===== src/sv/tnbc_pkg.sv =====
// ---------------------------------------------------------------------------
// tnbc_pkg: shared types and constants
// Widths and stage payloads for the triangle normal and backface cull pipe.
// ---------------------------------------------------------------------------
package tnbc_pkg;

  localparam int COORD_W   = 16;
  localparam int FRAC_BITS = 14;
  localparam int NORM_W    = FRAC_BITS + 2;

  localparam int EDGE_W  = COORD_W + 1;
  localparam int PROD_W  = 2 * EDGE_W;
  localparam int CROSS_W = PROD_W + 1;
  localparam int MAG_W   = CROSS_W - 1;
  localparam int HALF_W  = (MAG_W + 1) / 2;
  localparam int HI_W    = MAG_W - HALF_W;
  localparam int SQ_W    = 2 * MAG_W;
  localparam int SUM_W   = SQ_W + 2;
  localparam int DP_W    = CROSS_W + EDGE_W;
  localparam int DOT_W   = DP_W + 2;

  // root search: y = floor(2 * |c| * 2^F / |C|), one bit per stage
  localparam int ROOT_W    = FRAC_BITS + 2;
  localparam int BIT_IDX_W = $clog2(ROOT_W);
  localparam int M_SHIFT   = 2 * FRAC_BITS + 2;
  localparam int ACC_W     = SUM_W + ROOT_W;
  localparam int WORK_W    = SUM_W + 2 * ROOT_W + 1;

  localparam int CFG_IDX_W = 2;
  localparam logic [CFG_IDX_W-1:0] REG_CAMERA_X = 2'd0;
  localparam logic [CFG_IDX_W-1:0] REG_CAMERA_Y = 2'd1;
  localparam logic [CFG_IDX_W-1:0] REG_CAMERA_Z = 2'd2;

  typedef struct packed {
    logic [2:0][CROSS_W-1:0] c;
    logic [2:0][EDGE_W-1:0]  d;
  } front_t;

  typedef struct packed {
    logic [SUM_W-1:0]        s;
    logic [2:0][WORK_W-1:0]  rem;
    logic [2:0][ACC_W-1:0]   acc;
    logic [2:0][ROOT_W-1:0]  root;
    logic [2:0]              neg;
    logic                    render;
    logic                    degen;
  } root_t;

endpackage


===== src/sv/tnbc_if.sv =====


interface tnbc_res_if;
  import tnbc_pkg::*;
  logic valid;
  logic ready;
  logic render;
  logic signed [NORM_W-1:0] normal_x, normal_y, normal_z;
  logic degenerate;
  modport source (output valid, render, normal_x, normal_y, normal_z, degenerate,
                  input ready);
  modport sink (input valid, render, normal_x, normal_y, normal_z, degenerate,
                output ready);
endinterface



===== src/sv/tnbc_pack.sv =====
// ---------------------------------------------------------------------------
// tnbc_pack: rounding, sign and output register
// Halves the root with round-half-up, applies the sign, zeroes degenerates.
// ---------------------------------------------------------------------------
module tnbc_pack (
  input  logic             clk,
  input  logic             rst,
  input  logic             in_valid,
  output logic             in_ready,
  input  tnbc_pkg::root_t  in_data,
  tnbc_res_if.source       res
);
  import tnbc_pkg::*;

  logic                     v;
  logic                     en;
  logic [ROOT_W:0]          half_sum [3];
  logic [NORM_W-1:0]        mag [3];
  logic [NORM_W-1:0]        nrm [3];
  logic [NORM_W-1:0]        nrm_q [3];
  logic                     render_q, degen_q;

  assign en = !v || res.ready;
  assign in_ready = en;

  always_comb begin
    for (int i = 0; i < 3; i++) begin
      half_sum[i] = {1'b0, in_data.root[i]} + 1'b1;
      mag[i]      = NORM_W'(half_sum[i][ROOT_W:1]);
      nrm[i]      = in_data.degen ? '0 : (in_data.neg[i] ? (~mag[i] + 1'b1) : mag[i]);
    end
  end

  always_ff @(posedge clk) begin
    if (rst) v <= 1'b0;
    else if (en) v <= in_valid;
  end

  always_ff @(posedge clk) begin
    if (en) begin
      nrm_q    <= nrm;
      render_q <= in_data.render;
      degen_q  <= in_data.degen;
    end
  end

  assign res.valid      = v;
  assign res.render     = render_q;
  assign res.degenerate = degen_q;
  assign res.normal_x   = nrm_q[0];
  assign res.normal_y   = nrm_q[1];
  assign res.normal_z   = nrm_q[2];

endmodule


===== src/flat_wrapper.sv =====
// flat-port wrapper written by rule: the top's interface ports become plain ports
module tnbc_pack_flat import tnbc_pkg::*;
  (clk, rst, in_valid, in_ready, in_data, res_valid, res_render, res_normal_x, res_normal_y, res_normal_z, res_degenerate, res_ready);
  tnbc_res_if res_i ();
  input  logic clk;
  input  logic rst;
  input  logic in_valid;
  output logic in_ready;
  input  tnbc_pkg::root_t in_data;
  output wire logic [$bits(res_i.valid)-1:0] res_valid;
  output wire logic [$bits(res_i.render)-1:0] res_render;
  output wire logic [$bits(res_i.normal_x)-1:0] res_normal_x;
  output wire logic [$bits(res_i.normal_y)-1:0] res_normal_y;
  output wire logic [$bits(res_i.normal_z)-1:0] res_normal_z;
  output wire logic [$bits(res_i.degenerate)-1:0] res_degenerate;
  input wire logic [$bits(res_i.ready)-1:0] res_ready;
  assign res_valid = res_i.valid;
  assign res_render = res_i.render;
  assign res_normal_x = res_i.normal_x;
  assign res_normal_y = res_i.normal_y;
  assign res_normal_z = res_i.normal_z;
  assign res_degenerate = res_i.degenerate;
  assign res_i.ready = res_ready;
  tnbc_pack u_core (.clk(clk), .rst(rst), .in_valid(in_valid), .in_ready(in_ready), .in_data(in_data), .res(res_i));
endmodule

===== config.mk =====
export PLATFORM = sky130hd
export DESIGN_NAME = tnbc_pack_flat
export DESIGN_NICKNAME = d
export VERILOG_FILES = /design/src/sv/tnbc_pkg.sv /design/src/sv/tnbc_if.sv /design/src/sv/tnbc_pack.sv /design/src/flat_wrapper.sv
export SDC_FILE = /design/constraint.sdc
export NUM_CORES = 1
export LEC_CHECK = 0
export CAP_MARGIN = 20
export CORE_AREA = 2 2 294 296
export DETAILED_ROUTE_END_ITERATION = 10
export DIE_AREA = 0 0 296 298
export DONT_BUFFER_PORTS = 1
export SLEW_MARGIN = 10
export SYNTH_ARGS = -nofsm -noshare
export SYNTH_HDL_FRONTEND = slang
export SYNTH_SLANG_ARGS = --single-unit

===== constraint.sdc =====
create_clock -name clk -period 2.41 [get_ports clk]
set_clock_uncertainty 0.05 [all_clocks]
set_input_delay 0.3615 -clock clk [delete_from_list [all_inputs] [get_ports clk]]
set_output_delay 0.3615 -clock clk [all_outputs]
set_load 0.01 [all_outputs]

==> impl_summary.md, run 1 <==
Clocking
For this design, the sink count on the clock tree is between 50 and 60. In this run the post-CTS setup repair buffer count came out at 0. The clock edge transition at the registers on the reported setup and hold paths is approximately 0.07 ns. Buffers inserted to repair hold after CTS numbered 0.

The CTS tree is done. The longest clock path from root to sink contains 2 buffers. The total CTS buffers is 5. The quantity of gates resized following cts is 0.

For the worst-skew pair, the clock arrives at the later sink with an insertion delay of about 0.31 ns. The H-tree was split into 2 levels. Clock tree synthesis selected as its root buffer the cell clkbuf_16.

Setup path
The startpoint of the worst register-to-register path is u_core.res.valid$_SDFFE_PP0P_. The maximum fanout encountered on the critical timing path is 7. The startpoint of the worst setup timing path is in_data[5]. By startpoint and endpoint, the worst setup path is classified as input port to flop. Grouping stages by cell kind, the critical path spends the most delay in compound AO/OA/AOI/OAI gates.

The worst setup path is launched from an input port. The biggest cell delay along the critical path is approximately 0.42 ns. Traced cell by cell, the critical path runs through ha_1 > or3_1 > a2111o_1 > a211oi_2 > o21ai_1 > and3_1 > nor3_1 > buf_4. The count of buffering cells on the critical path with inverters included is 1.

The required time at the endpoint of the critical path is 2.55 ns. The data arrival time at the worst-slack endpoint is approximately 2.4 ns. The worst setup path is captured at a flop. The critical-path cell with the highest stage delay is a2111o_1.

Routing
The routed layout has around 3800 vias. The count of TritonRoute iterations in the first routing pass is 4. After detailed routing, the total wire length is 18230 microns. In this run, the number of DRC markers left after iteration 0 of detailed routing was between 150 and 200. Using the TritonRoute via totals, the vias-per-cell ratio works out to between 2 and 2.5. For this run, design rule violations remaining after detail routing come to 0. In the final routed layout, each cell accounts on average for ~11 microns. The number of antenna-violating nets in the routed design is 0.

Timing
The final setup violation count is 0. Headroom to the max-slew limit came out at around 75%. The final max-slew violation count is 0. The smallest clock period supported by the final layout is computed as around 2.2 ns.

The post-route worst hold slack is 0.06346 ns. At the pin with the least slew margin, the transition time is 0.3704 ns. Setup repair after global routing left no endpoint under its margin. Derived from the worst setup path, the maximum achievable clock frequency is around 450 MHz. The ratio of final minimum period to clock period is between 90% and 100%.

The number of failing hold endpoints at the final stage came to 0.

Yosys
Of all cell types, the one taking the most synthesized area is edfxtp_1. The count of yosys warnings during synthesis is 0. The async set-reset flop share out of synthesis is 0%. Counting flops and latches in the post-synthesis netlist gives 51.

Dividing the synthesized area by the synthesized cell count gives 8.658 sq um. The share of synthesized area in the top cell type comes to 34.00%. The number of enable flip-flop cells after synthesis is 50. The sequential fraction of the synthesis area is roughly 34%.

By area the synthesized netlist is led by edfxtp_1, xnor2_1, nor2_1, xor2_1, and3_1. In this run the cell area of the synthesized design comes to 4415 sq um. The post-synth net total is 1210. The most common flop cell mapped by yosys is edfxtp_1.

Synthesis produced 510 cells. The number of distinct library cell variants in the gate-level netlist after synthesis is 66.

Finish
The number of antenna diodes in the final layout is 0. The count of nets after finishing is 1228. The ratio of cells with drive above 1 in the final layout is between 10% and 20%.

From synthesis to final layout, the design area changed by 40.27%. The end-of-flow core utilization is 7.297%. In the layout the commonest cells are nor2_1, xnor2_1, edfxtp_1, buf_4, nand2_1. Registers take 1521 sq um.

The most common library cell in the layout ignoring fill and taps is nor2_1. The final standard cell count with taps included and fillers excluded is around 1700. The multi-input logic area is ~2700 sq um. The layout has ~10000 filler cells.

Floorplan
In this run the vertical extent of the chip is roughly 300 microns. The initialized floorplan defines roughly 110 standard-cell rows. The number of placed I/O pins is 746. The floorplan step defined a core boundary enclosing 84880 sq um. The area of the die is 88210 sq um. The initial core utilization is ~5.2%.

The die is a little under 300 microns wide.

Power and ir drop
The highest ir drop seen on vdd is ~220 uV. The total design power is between 2000 and 2500 uW. The total power density per cell area is approximately 380 nW/um^2.

The total leakage power is between 0.0015 and 0.002 uW.

Global route
Global routing consumed, over all layers together, about 4.3% of the routing resources. The number of global-route vias before repair is ~3900. The wire length of the first global-routing pass is 26100 microns. Entering global routing, the biggest net connects 52 pins. The initial antenna violation count came to 1. The total overflow left after global routing is 0.

Placement
At the end of routability-driven placement, the weighted congestion stood at 0.7632. The number of cells after detailed placement is ~1700. The HPWL after detailed placement is 15140 microns. The count of input and output buffers is 0.

Outcome
The flow ran to the end, and the final reports show no timing, DRC or antenna violations.

Flow run
The reported max-cap violation count is 0.

Min path
The path class of the tightest hold or removal check is input port to flop. The beginning of the worst hold path is rst.
[worst paths after layout]
path | slack [ns] | depth (start not counted) | to
min | 0.06 | 1 | u_core.res.valid$_SDFFE_PP0P_
min reg2reg | 0.72 | 1 | u_core.res.normal_z[9]$_SDFFCE_PP0P_
max reg2reg | 1.11 | 2 | u_core.res.degenerate$_DFFE_PP_
max | 0.20 | 8 | u_core.res.normal_x[10]$_SDFFCE_PP0P_
[through the flow]
| step | area [sq um] | setup TNS (ns) | setup WS [ns] |
|---|---|---|---|
| 2_1_floorplan | 4434 | 0 | 0.02171 |
| 3_3_place_gp | 6055 | -0.5990 | -0.1668 |
| 3_5_place_dp | 6055 | -0.6108 | -0.1544 |
| 4_1_cts | 6193 | 0 | 0.1947 |
| 5_1_grt | 6193 | 0 | 0.08749 |
| 6_report | 6193 | 0 | 0.2000 |
[flip-flops by register name (all words and copies together), names as in the netlist]
| signal | count |
|---|---|
| u_core.res.normal_x | 16 |
| u_core.res.render | 1 |
| u_core.res.normal_z | 16 |
| u_core.res.valid | 1 |
| u_core.res.normal_y | 16 |
| u_core.res.degenerate | 1 |
[layout make-up]
type	count	area share, %
clock inverters	2	0.2222
well taps	1144	23.11
flip-flops and latches	51	24.57
multi-input cells	408	43.21
clock buffers	5	2.020
inverters	14	0.8485
repair buffers	48	6.020
[per-layer routing]
metal / vias to the layer above / wire, microns / share of wire, % / GRT usage [%]
met3: 12 / 4200 / 23 / 4.886
met5: - / 19 / 0.10 / 0
met4: 2 / 226 / 1.2 / 1.190
met2: 112 / 7817 / 43 / 6.306
li1: 1909 / - / - / -
met1: 1810 / 5968 / 33 / 3.711
[cells by family (layout without fill, tap and decap cells)]
group | Yosys count | count (layout) | share of synthesized area (%)
muxes | 6 | 6 | 1.389
buffers and inverters | 51 | 69 | 5.270
and+or+nand+nor | 225 | 225 | 27.03
xor gates and xnor gates | 81 | 81 | 16.38
AOI/OAI and AO/OA | 90 | 90 | 13.77
DFF | 51 | 51 | 34.46
adders and majority gates | 6 | 6 | 1.700
[synthesized netlist by cell type, types with 3 or more instances]
cell,instances
a211oi_1,3
a21oi_1,21
a31oi_1,6
and2_1,4
and3_1,22
and4_1,7
buf_2,15
buf_6,3
clkbuf_1,18
edfxtp_1,50
ha_1,6
inv_1,14
mux2i_1,5
nand2_1,29
nand2b_1,6
nand3_1,20
nand3b_1,3
nand4_1,20
nor2_1,63
nor3_1,23
nor4_1,8
o21ai_0,14
o21ai_1,5
o31ai_1,8
o31ai_2,3
o41ai_1,3
or3_1,7
xnor2_1,56
xor2_1,24
[report_power, final]
part | leakage [uW] | switching, uW | total (uW) | internal (uW)
clock | 0.0000696 | 356 | 737 | 381
combinational | 0.00116 | 210 | 412 | 202
sequential | 0.000563 | 123 | 1210 | 1090
total | 0.00180 | 689 | 2360 | 1670
(Power assumes the default switching activity.)
==> inputs of run 2 (changes only) <==
CORE_AREA = 2 2 291 293   (was 2 2 294 296)
DIE_AREA = 0 0 293 295   (was 0 0 296 298)
==> impl_summary.md, run 2 (synthesis results as in run 1) <==
Floorplan
The core region is 83160 sq um. The initial core utilization is 5.310%. The floorplan step defined a die boundary enclosing a little under 90000 sq um. After floorplanning, the core was divided into about 110 placement rows. The vertical die dimension is 295 microns. The die span in x is a little under 300 microns. 746 I/O pins were placed.

Setup path
The end of the worst register-to-register path is u_core.res.normal_y[3]$_SDFFCE_PP0P_. In this run the critical register-to-register path is launched from u_core.res.valid$_SDFFE_PP0P_. The critical path is of the input port to flop type. STA puts the critical path data arrival time at about 2.2 ns. For the worst setup path, the data required time is ~2.4 ns. On the critical path, the stage with the largest delay is an instance of a2111o_1. The worst setup path is captured at a flop. Among the stages of the critical path, the cell type that occurs most often is o21ai_1. In this run the worst setup path terminates at u_core.res.normal_x[12]$_SDFFCE_PP0P_. The biggest cell delay along the critical path is 0.43 ns.

The maximum fanout encountered on the critical timing path is 6. Counting cells, the worst reg-to-reg path comes to 2. The signal on the critical path passes through ha_1 > or3_1 > a2111o_1 > a211oi_2 > o21ai_1 > o21ai_1 > xnor2_1 > nor2_1. The worst register-to-register path has a setup slack of 1.03 ns. The startpoint of the worst setup timing path is in_data[5]. The type of element launching the critical path is an input port.

Placement
The number of placed instances, taps included, is 1605. The count of input and output buffers is 0. The HPWL after detailed placement is ~15000 microns.

At the end of routability-driven placement, the weighted congestion stood at about 0.77. Once placement finished, the instance area stood at between 6000 and 7000 sq um.

Timing
The worst path needs 2.191 ns of the cycle, external delays included. Derived from the worst setup path, the maximum achievable clock frequency is roughly 460 MHz. The ratio of final minimum period to clock period is between 90% and 100%. The number of failing hold endpoints at the final stage is 0. Setup repair after global routing left no endpoint under its margin. The final max-slew violation count was 0.

For the pin with the worst max-slew slack, the measured transition is 0.4197 ns. Setup violations remaining at the end of the flow were counted as 0. The remaining max-slew budget at the tightest pin is 71.76%.

Routing
For this run, design rule violations remaining after detail routing come to 0. The total routed wirelength is between 15000 and 20000 microns. The first detailed-routing pass took 5 iterations. The routed length per placed instance is between 10 and 15 microns.

The number of vias per cell after detailed routing is between 2 and 2.5. Summing over every cut layer, the via total after detailed routing is roughly 4000. After the first detailed-routing iteration, the DRC count stood at between 200 and 250. The detail route stage leaves a number of antenna-violating nets equal to 0.

Finish
The top cell types in the final layout, fill and taps aside, are nor2_1, xnor2_1, buf_4, edfxtp_1, nand2_1. The relative area change from synthesis to final layout is 39.84%. The finished layout holds roughly 1600 standard cells, fillers aside.

The ratio of cells with drive above 1 in the final layout is ~14%. Counting the fill cells in the layout gives between 9000 and 10000. In the final design database the tool counted 1232 nets. At the end of the flow the core is filled with cells to under 10%. Leaving out fill and tap cells, the most frequent cell in the layout is nor2_1. The final standard cell area without fillers is 6175 sq um.

Clocking
Counting along the longest clock path gives a buffer depth of 2. The root buffer cell is clkbuf_16. After clock tree synthesis, the setup repair step added 0 buffers. The later pin in the worst-skew pair is clocked with a latency of around 0.32 ns. The quantity of gates resized following cts is 0.

The clock tree synthesis step divided the H-tree into 2 levels. The total clock sinks is 51. The number of buffers inserted for hold repair after clock tree synthesis is 0. The CTS tree is done. The clock edge transition at the registers on the reported setup and hold paths is about 0.080 ns.

In this run, CTS created clock tree buffers numbering 5.

Min path
In this run the most critical hold path is launched from rst. In this run the worst hold path is classified as input port to flop.

Global route
Entering global routing, the biggest net connects between 50 and 60 pins. The number of global-route vias before repair is between 3000 and 4000. The initial antenna violation count is 1. The overflow left after global routing is 0. The first global-routing pass estimated between 20000 and 30000 microns of wire. The total global-route track usage is ~4.4%.

Outcome
The run finished with clean final reports.

Power and ir drop
Across the VDD grid, the largest voltage drop is between 200 and 300 uV. Summed over all cells, the static leakage comes to 0.001829 uW. The sequential cell fraction of total power is approximately half. The clock network accounts for between 30% and 40% of the total power. The combinational cell fraction of total power is between 10% and 20%.

The total power density per cell area is slightly above 400 nW/um^2. Net switching is 28.47% of the power. Cell internal power was estimated by the tool at approximately 1800 uW. The switching component of the power is 710.6 uW.

Flow run
The reported max-cap violation count is 0.
## run 2: power groups by stage
stage               logic [uW]  clock network, uW  registers (uW)
CTS                        432                919            1220
global route               481                943            1220
global placement           425                  0            1240
finish                     423                862            1210
floorplan                  361                  0            1170
detailed placement         426                  0            1240
## run 2: routing by layer
layer / share of wire, % / up-vias / track usage [%]
li1: - / 1911 / -
met1: 32 / 1833 / 3.872
met2: 43 / 149 / 6.473
met3: 23 / 19 / 4.691
met4: 2.2 / 2 / 1.626
met5: 0.10 / - / 0
## run 2: per-stage QoR
step / setup slack (ns) / hold slack (ns) / power (uW) / TNS (ns)
5_1_grt: 0.09624 / 0.02376 / 2648 / 0
6_report: 0.2193 / 0.04533 / 2496 / 0
3_3_place_gp: -0.1332 / 0.3823 / 1668 / -0.3419
4_1_cts: 0.2323 / 0.01742 / 2573 / 0
3_5_place_dp: -0.1241 / 0.3866 / 1663 / -0.3135
2_1_floorplan: 0.02171 / 0.3806 / 1534 / 0
## run 2: final cells by class
cell class	count	area, sq um	share of cell area (%)
flip-flops and latches	51	1521	24.64
well taps	1080	1351	21.88
repair buffers	52	402.9	6.525
clock inverters	3	42.54	0.6890
multi-input cells	408	2676	43.34
inverters	14	52.55	0.8511
clock buffers	5	125.1	2.026
diodes	1	2.502	0.04053
## run 2: critical path: cells and delay by family
kind | cells | cell delay, ns
and+or+nand+nor | 2 | 0.38
AOI/OAI and AO/OA | 4 | 1.08
adders and majority gates | 1 | 0.25
xor gates and xnor gates | 1 | 0.14
## run 2: worst min path at each step
stage                                         end  slack [ns]  cells after the start
finish              u_core.res.valid$_SDFFE_PP0P_        0.05                      1
global route        u_core.res.valid$_SDFFE_PP0P_        0.02                      1
CTS                 u_core.res.valid$_SDFFE_PP0P_        0.02                      1
detailed placement  u_core.res.valid$_SDFFE_PP0P_        0.39                      1
global placement    u_core.res.valid$_SDFFE_PP0P_        0.38                      1
floorplan           u_core.res.valid$_SDFFE_PP0P_        0.38                      1
==> inputs of run 3 (changes only) <==
PLACE_DENSITY = 0.3   (was default)
clock period = 2.8 ns   (was 2.41 ns; I/O delays follow)
==> impl_summary.md, run 3 (synthesis results as in run 1) <==
Timing
The maximum achievable frequency is 418.7 MHz. After layout, the worst setup slack is roughly 0.41 ns. The number of failing hold endpoints at the final stage is 0. The remaining max-slew budget at the tightest pin is a little over half. The setup TNS after final layout is 0 ns. The minimum clock period after layout is 2.389 ns. The final max-slew violation count is 0. The final setup violation count is 0.

Setup repair after global routing left no endpoint under its margin. The ratio of final minimum period to clock period is between 80% and 90%. The pin slew with the least headroom to its limit is around 0.70 ns.

Setup path
The cell repeated most along the worst path is buf_4. The maximum fanout encountered on the critical timing path is 7. STA puts the critical path data required time at 2.96 ns. The largest individual stage delay along the critical path comes from the cell a2111o_1. The signal on the critical path passes through ha_1 > or3_1 > a2111o_1 > a211oi_1 > buf_4 > o21ai_1 > buf_4 > and3_1 > nor3_1 > buf_4. The kind of end point of the critical path is a flop. For the worst setup path, the data arrival time is approximately 2.5 ns. The critical path class is input port to flop. The type of element launching the critical path is an input port. In this design, the stage delay of the slowest critical-path cell is 0.41 ns.

Clocking
The tree built by TritonCTS fans out to roughly 50 sinks. The clock network latency to the later pin of the worst-skew pair is roughly 0.32 ns. The number of setup buffers added after CTS is 0. The H-tree depth is 2.

Buffers inserted to repair hold after CTS numbered 0. The clock edge transition at the registers on the reported setup and hold paths is roughly 0.08 ns. The number of buffers between clock root and the deepest sink is 2.

The total CTS buffers is 5. The CTS tree is done. The quantity of gates resized following cts is 0. Clock tree synthesis selected as its root buffer the cell clkbuf_16.

Placement
The placer's final routability congestion estimate is 0.7405. The count of buffers added on input and output ports is 0. Detailed placement ended at an HPWL of roughly 16000 microns. The number of cells after detailed placement is 1585. The pre-CTS setup slack is 0.03425 ns.

Global route
Global routing used about 4.6% of the available tracks. Global routing finished with a remaining overflow of 0. The first global-routing pass estimated approximately 28000 microns of wire. The pin count of the biggest net entering global routing is 52. The number of global-route vias before repair is between 3000 and 4000. The initial antenna violation count was 2.

Floorplan
The area of the die is roughly 86000 sq um. The initial core utilization is about 5.3%. The standard-cell row count is 106. In this run the count of I/O pins placed on the die edge is 746. The core area is a little over 80000 sq um.

The vertical die dimension is roughly 300 microns. Measured along the x axis, the die boundary spans 293 microns.

Routing
The routed layout has about 3700 vias. Summed over all layers, the routed wires come to approximately 20000 microns. The post-detailed-route DRC marker count is 0. The length of routed met2 wiring is 8975 microns. The detail route stage leaves a number of antenna-violating nets equal to 0.

Using the TritonRoute via totals, the vias-per-cell ratio works out to 2.332. The highest metal layer used by the detailed router is met5. The first-iteration detailed-routing DRC count is 209. The count of TritonRoute iterations in the first routing pass is 4. For this block, wires on met1 add up to ~7400 microns.

The routed length per placed instance is between 10 and 15 microns. Detailed routing placed a total of between 3000 and 4000 microns of wire on met3.

Min path
The tightest min-delay check is of the input port to flop type.

Power and ir drop
The highest ir drop seen on vdd is around 210 uV. The total power density per cell area is roughly 370 nW/um^2. Overall power consumption after layout is estimated at about 2200 uW. The total leakage power is 0.001736 uW.

Flow run
Max-cap violations in this run came to 0.

Finish
The relative area change from synthesis to final layout is 36.16%. The library cell used most frequently in the layout, excluding fill and tap cells, is nor2_1. The final standard cell count with taps included and fillers excluded is around 1600. The end-of-flow core utilization is under 10%. The count of nets after finishing is between 1000 and 1500.

The number of inserted filler cells in the final layout is just under 10000. In the layout the commonest cells are nor2_1, xnor2_1, edfxtp_1, buf_4, nand2_1. The ratio of cells with drive above 1 in the final layout is 9.942%.

Outcome
The flow ran to the end, and the final reports show no timing, DRC or antenna violations.
[run 3: changes by cell type in the layout (fill, tap and decap cells not counted), sizes merged]
cell	delta
buf	-20
clkbuf	+1
clkinv	-1
diode	+1
[run 3: power by group]
| group | internal (uW) | total [uW] | switching (uW) |
|---|---|---|---|
| Clock | 452 | 805 | 353 |
| Sequential | 934 | 1040 | 103 |
| Combinational | 167 | 364 | 197 |
[run 3: cell type report]
class                   count  area, sq um  share of cell area [%]
diodes                      2        5.005                 0.08325
inverters                  14        52.55                  0.8741
flip-flops and latches     51         1521                   25.31
multi-input cells         408         2664                   44.31
repair buffers             32        240.2                   3.996
clock inverters             2        38.79                  0.6452
clock buffers               6        138.9                   2.310
well taps                1080         1351                   22.48
[run 3: worst paths after layout]
path	from	end	slack (ns)	depth (start not counted)
max reg2reg	u_core.res.valid$_SDFFE_PP0P_	u_core.res.normal_z[4]$_SDFFCE_PP0P_	1.11	2
min	rst	u_core.res.valid$_SDFFE_PP0P_	0.10	1
max	in_data[5]	u_core.res.normal_x[10]$_SDFFCE_PP0P_	0.41	10
min reg2reg	u_core.res.valid$_SDFFE_PP0P_	u_core.res.normal_y[12]$_SDFFCE_PP0P_	1.08	1
[run 3: layer usage]
layer	track usage (%)	vias to the layer above
li1	-	1879
met1	4.680	1731
met2	7.271	93
met3	3.766	14
met4	1.351	2
met5	0	-
[run 3: worst max-delay path: cells and delay by family]
family          cells  cell delay (ns)
fa+ha+maj           1             0.27
buf+inv             3             0.46
compound gates      3             0.73
simple gates        3             0.65
[run 3: per-stage QoR]
stage | area [sq um] | hold WS [ns]
3_3_place_gp | 5829 | 0.4441
2_1_floorplan | 4415 | 0.4391
5_1_grt | 6007 | 0.07360
6_report | 6012 | 0.1002
4_1_cts | 6007 | 0.07259
3_5_place_dp | 5829 | 0.4414
